## src/sv/scmr_pkg.sv

```systemverilog
package scmr_pkg;

	localparam int NUM_COLUMNS   = 16384;
	localparam int COL_W         = 14;
	localparam int RATING_W      = 4;
	localparam int FRACTION_BITS = 16;
	localparam int SUM_W         = 23;
	localparam int CNT_W         = 20;
	localparam int MEAN_W        = 20;
	localparam int ROW_SUM_W     = 36;
	localparam int ROW_CNT_W     = 15;
	localparam int OUT_W         = 21;
	localparam int RESID_W       = MEAN_W + 2;

	localparam int DVD_W     = 1 + SUM_W + FRACTION_BITS;
	localparam int DVR_W     = CNT_W;
	localparam int DIV_STEPS = DVD_W;
	localparam int STEP_W    = $clog2(DIV_STEPS + 1);

	localparam logic [RATING_W-1:0]  RATING_MAX = RATING_W'(9);
	localparam logic [SUM_W-1:0]     SUM_MAX    = {SUM_W{1'b1}};
	localparam logic [CNT_W-1:0]     CNT_MAX    = {CNT_W{1'b1}};
	localparam logic [ROW_CNT_W-1:0] ROW_CNT_MAX = {ROW_CNT_W{1'b1}};
	localparam logic [DVD_W-1:0]     MEAN_MAX   = DVD_W'(9) << FRACTION_BITS;
	localparam logic [DVD_W-1:0]     OUT_POS_MAX = DVD_W'((64'd1 << (OUT_W - 1)) - 64'd1);
	localparam logic [DVD_W-1:0]     OUT_NEG_MAG = DVD_W'(64'd1 << (OUT_W - 1));

	typedef struct packed {
		logic             start;
		logic [DVD_W-1:0] dividend;
		logic [DVR_W-1:0] divisor;
	} div_req_t;

	typedef struct packed {
		logic             done;
		logic [DVD_W-1:0] quotient;
	} div_rsp_t;

endpackage

```

## src/sv/scmr_div.sv

```systemverilog
module scmr_div (
	input  logic                clk,
	input  logic                arst_n,
	input  scmr_pkg::div_req_t  req,
	output scmr_pkg::div_rsp_t  rsp
);

	logic [scmr_pkg::DVD_W-1:0]  dvd_q;
	logic [scmr_pkg::DVR_W-1:0]  dvr_q;
	logic [scmr_pkg::DVR_W-1:0]  rem_q;
	logic [scmr_pkg::STEP_W-1:0] step_q;
	logic                        done_q;
	logic [scmr_pkg::DVR_W:0]    rem_sh;
	logic [scmr_pkg::DVR_W:0]    rem_sub;
	logic                        ge;
	logic [scmr_pkg::DVR_W-1:0]  rem_nx;

	always_comb begin
		rem_sh  = {rem_q, dvd_q[scmr_pkg::DVD_W-1]};
		rem_sub = rem_sh - {1'b0, dvr_q};
		ge      = rem_sh >= {1'b0, dvr_q};
		rem_nx  = ge ? rem_sub[scmr_pkg::DVR_W-1:0] : rem_sh[scmr_pkg::DVR_W-1:0];
	end

	always_ff @(posedge clk or negedge arst_n) begin
		if (!arst_n) begin
			step_q <= '0;
			done_q <= 1'b0;
		end else begin
			done_q <= (step_q == scmr_pkg::STEP_W'(1));
			if (req.start) begin
				step_q <= scmr_pkg::STEP_W'(scmr_pkg::DIV_STEPS);
			end else if (step_q != '0) begin
				step_q <= step_q - scmr_pkg::STEP_W'(1);
			end
		end
	end

	always_ff @(posedge clk) begin
		if (req.start) begin
			dvd_q <= req.dividend;
			dvr_q <= req.divisor;
			rem_q <= '0;
		end else if (step_q != '0) begin
			dvd_q <= {dvd_q[scmr_pkg::DVD_W-2:0], ge};
			rem_q <= rem_nx;
		end
	end

	assign rsp.done     = done_q;
	assign rsp.quotient = dvd_q;

endmodule

```

## config.mk

```make
export PLATFORM = sky130hd
export DESIGN_NAME = scmr_div
export DESIGN_NICKNAME = d
export VERILOG_FILES = /design/src/sv/scmr_pkg.sv /design/src/sv/scmr_div.sv
export SDC_FILE = /design/constraint.sdc
export NUM_CORES = 1
export LEC_CHECK = 0
export ABC_AREA = 1
export BUFFER_PORTS_ARGS = -buffer_cell sky130_fd_sc_hd__buf_2
export CAP_MARGIN = 40
export CORE_UTILIZATION = 56
export DETAILED_ROUTE_END_ITERATION = 8
export PLACE_DENSITY = 0.81
export SETUP_SLACK_MARGIN = 0.05
export SLEW_MARGIN = 20
export SYNTH_ARGS = -nofsm -noshare
export SYNTH_HDL_FRONTEND = slang
export SYNTH_SLANG_ARGS = --single-unit
```

## constraint.sdc

```tcl
create_clock -name clk -period 2.8 [get_ports clk]
set_clock_uncertainty 0.2 [all_clocks]
set_input_delay 0.56 -clock clk [delete_from_list [all_inputs] [get_ports clk]]
set_output_delay 0.56 -clock clk [all_outputs]
set_load 0.03 [all_outputs]
```

==> out/qor.csv <==
stage,metric,value,unit
flow_run,Max Cap Viol,0,
timing,Pins Over Slew Limit,0,
yosys,synth unique cells,36,
placement,Placer Congestion,0.916,
grt,grt ovf,0,
placement,hpwl dp,8400,um
grt,met1 GRT Util,31.3,%
power_and_ir_drop,clock share of power,18.2,%
worst_setup_path,CP max FO,22,
worst_setup_path,Worst Path Arrival,2550,ps
grt,initial antenna violation count,0,
clocking,Skew-Pair Late Insertion Delay,360,ps
grt,met3 Track Usage GR,6.69,%
timing,max_slew headroom,54.5,%
drt,DR vias/cell,5.11,
grt,Total GRT Usage,24.8,%
placement,port buffer count,103,
grt,M2 GR Usage,41.5,%
clocking,TritonCTS buffer count,9,
power_and_ir_drop,Comb power frac,44.0,%
yosys,"FF+latch count, synth",87,
power_and_ir_drop,Switching Share,41.8,%
drt,drc violations,0,
die,Die W,97.5,um
finish,final core occ,67.0,%
clocking,worst-case clock buffer depth,2,
worst_setup_path,Critical Path End Type,register,
worst_setup_path,CP required,2890,ps
worst_setup_path,Worst path slowest cell,ha_1,
power_and_ir_drop,Net Sw Power,1890,uW
worst_setup_path,reg2reg end,rem_q[4],
yosys,Mapped Cells,656,
timing,number of failing hold endpoints at the final stage,0,
placement,placed insts,853,
worst_setup_path,CP startpoint kind,register,
drt,Post-Route WL,11400,um
finish,area delta synth->final,14.9,%
timing,RSZ-0062 raised after global routing,no,
worst_setup_path,Critical Path Max Stage Delay,350,ps
clocking,CTS Root Cell,clkbuf_8,
finish,diodes inserted,0,
hold_path,class of the worst hold path,in -> reg,
yosys,area of the mapped netlist,5110,um^2
hold_path,WHS Path Cells,1,
clocking,PostCTS Resize Cnt,0,
worst_setup_path,CP most frequent cell,nand2_1,
timing,Tcrit/Tclk final,87.8,%
yosys,asr flop ratio synth,8.05,%
die,floorplan core area,8760,um^2
clocking,TritonCTS clock tree,yes,
power_and_ir_drop,PD cells,771,nW/um^2
worst_setup_path,"critical path, cell by cell",inv_1 > ha_1 > nand2_1 > inv_1 > nand2_1 > nand2_1 > a21oi_1 > nand2_2 > nand2_4 > nand2_4 > nand2_1 > nand3_1 > o21ai_1,
clocking,postcts setup bufs,0,
hold_path,hold worst-path end,dvr_q[7],
timing,endpoints failing setup,0,
yosys,Avg Inst Size Synth,7.78,um^2
grt,vias in the first global route,4271,
yosys,yosys warns,0,
power_and_ir_drop,peak supply drop,372,uV
drt,initial drt markers,256,
worst_setup_path,"delay-heaviest family, CP",simple AND/OR/NAND/NOR gates,
die,# IOs,104,
yosys,"Net Count, Synth",742,
worst_setup_path,"setup slack, reg-to-reg",340,ps
hold_path,hold path startpoint,req[7],
grt,largest net degree at the start of global routing,61,
timing,setup TNS,0,ps
power_and_ir_drop,LEAKAGE,0.00313,uW
die,Die Y,97.5,um
power_and_ir_drop,Seq pwr share,37.8,%
clocking,Hold Buf Count CTS,1,
finish,"Cell Count, Final, Fillers Out",870,
drt,DR WL/cell,13.1,um
clocking,clk sinks,87,
power_and_ir_drop,Internal,2630,uW
die,initial core utilization,58.3,%
drt,Vias,4446,
finish,most frequent cells in the layout,"nand2_1 (265), buf_2 (103), inv_1 (99)",
drt,first drt pass iteration count,5,
status,status,completed,
finish,share of post-route cells with drive strength above 1,19.4,%
die,Site Rows,34,
yosys,most common flop cell mapped by yosys,edfxtp_1,
timing,crit path time final,2460,ps
die,die area,9500,um^2
clocking,H-tree levels,3,
finish,"most common cell after layout, fill and taps aside",nand2_1,
timing,maximum operating frequency,407,MHz
worst_setup_path,R2R cell count,13,
grt,first-pass GRT wire length,19000,um
grt,global routing's busiest layer,met2,
worst_setup_path,Critical R2R Launch,dvr_q[11],
yosys,sequential fraction of the synthesis area,46.6,%
clocking,"Reg clk slew, reported paths",100,ps
timing,worst slew pin tran,682,ps
yosys,"EDFF count, synth",60,
worst_setup_path,Crit Path Class,reg -> reg,
worst_setup_path,Worst Path Buf+Inv,2,
drt,Post-DRT Antenna Nets,0,
finish,post-layout net count,843,
[power by group through the flow]
stage	clock (uW)	combinational (uW)	sequential [uW]
floorplan	0	1460	1840
global placement	0	1910	1730
detailed placement	0	1960	1730
CTS	836	1980	1710
global route	881	2240	1730
finish	824	1990	1710
[cell usage after synthesis (8+ instances only)]
library cell / number / share of area [%]
inv_1: 100 / 7.4
clkbuf_1: 9 / 0.66
nor2_1: 32 / 2.4
a21oi_1: 14 / 1.4
dfxtp_1: 20 / 7.8
nand2_1: 265 / 19
nand3_1: 47 / 4.6
ha_1: 22 / 5.4
nand3_2: 9 / 1.8
o21ai_1: 8 / 0.78
edfxtp_1: 60 / 35
[cell type report]
type                    count  area [um^2]
clock inverters             7         53.8
well taps                 108          135
fillers                   720         2900
repair buffers            110          583
clock buffers               9          124
flip-flops and latches     87         2380
inverters                 102          383
multi-input cells         447         2210
[stage by stage]
step	area [um^2]	setup WS, ps	total power, uW	hold WS, ps
floorplan	5110	565	3300	64.4
global placement	5660	425	3640	194
detailed placement	5680	415	3690	199
CTS	5870	371	4520	155
global route	5870	144	4850	146
finish	5870	342	4530	166
[worst max path at each step]
stage	startpoint	end	slack, ps	depth (start not counted)
detailed placement	dvr_q[11]	rem_q[13]	420	13
finish	dvr_q[11]	rem_q[4]	340	13
global route	dvr_q[11]	rem_q[4]	140	13
global placement	dvr_q[10]	rem_q[6]	430	13
CTS	dvr_q[11]	rem_q[4]	370	13
floorplan	dvd_q[39]	rem_q[16]	560	13
[metal layers]
| layer | vias to the layer above | routed length (um) |
|---|---|---|
| li1 | 2265 | - |
| met1 | 1982 | 4930 |
| met2 | 179 | 5400 |
| met3 | 20 | 925 |
| met4 | 0 | 159 |
| met5 | - | 0 |
[flip-flops by register name, indices dropped and copies added (netlist names)]
signal	flops
dvr_q	20
dvd_q	40
done_q	1
rem_q	20
step_q	6
[logic make-up (layout without fill, tap and decap cells)]
kind of cell | Yosys count | in the layout | share of synthesized area, %
xor gates and xnor gates | 11 | 11 | 1.89
adders and majority gates | 23 | 23 | 5.78
AOI/OAI and AO/OA | 36 | 36 | 4.02
and+or+nand+nor | 377 | 377 | 31.6
buffers and inverters | 122 | 228 | 10.1
DFF | 87 | 87 | 46.6
(Power assumes the default switching activity.)
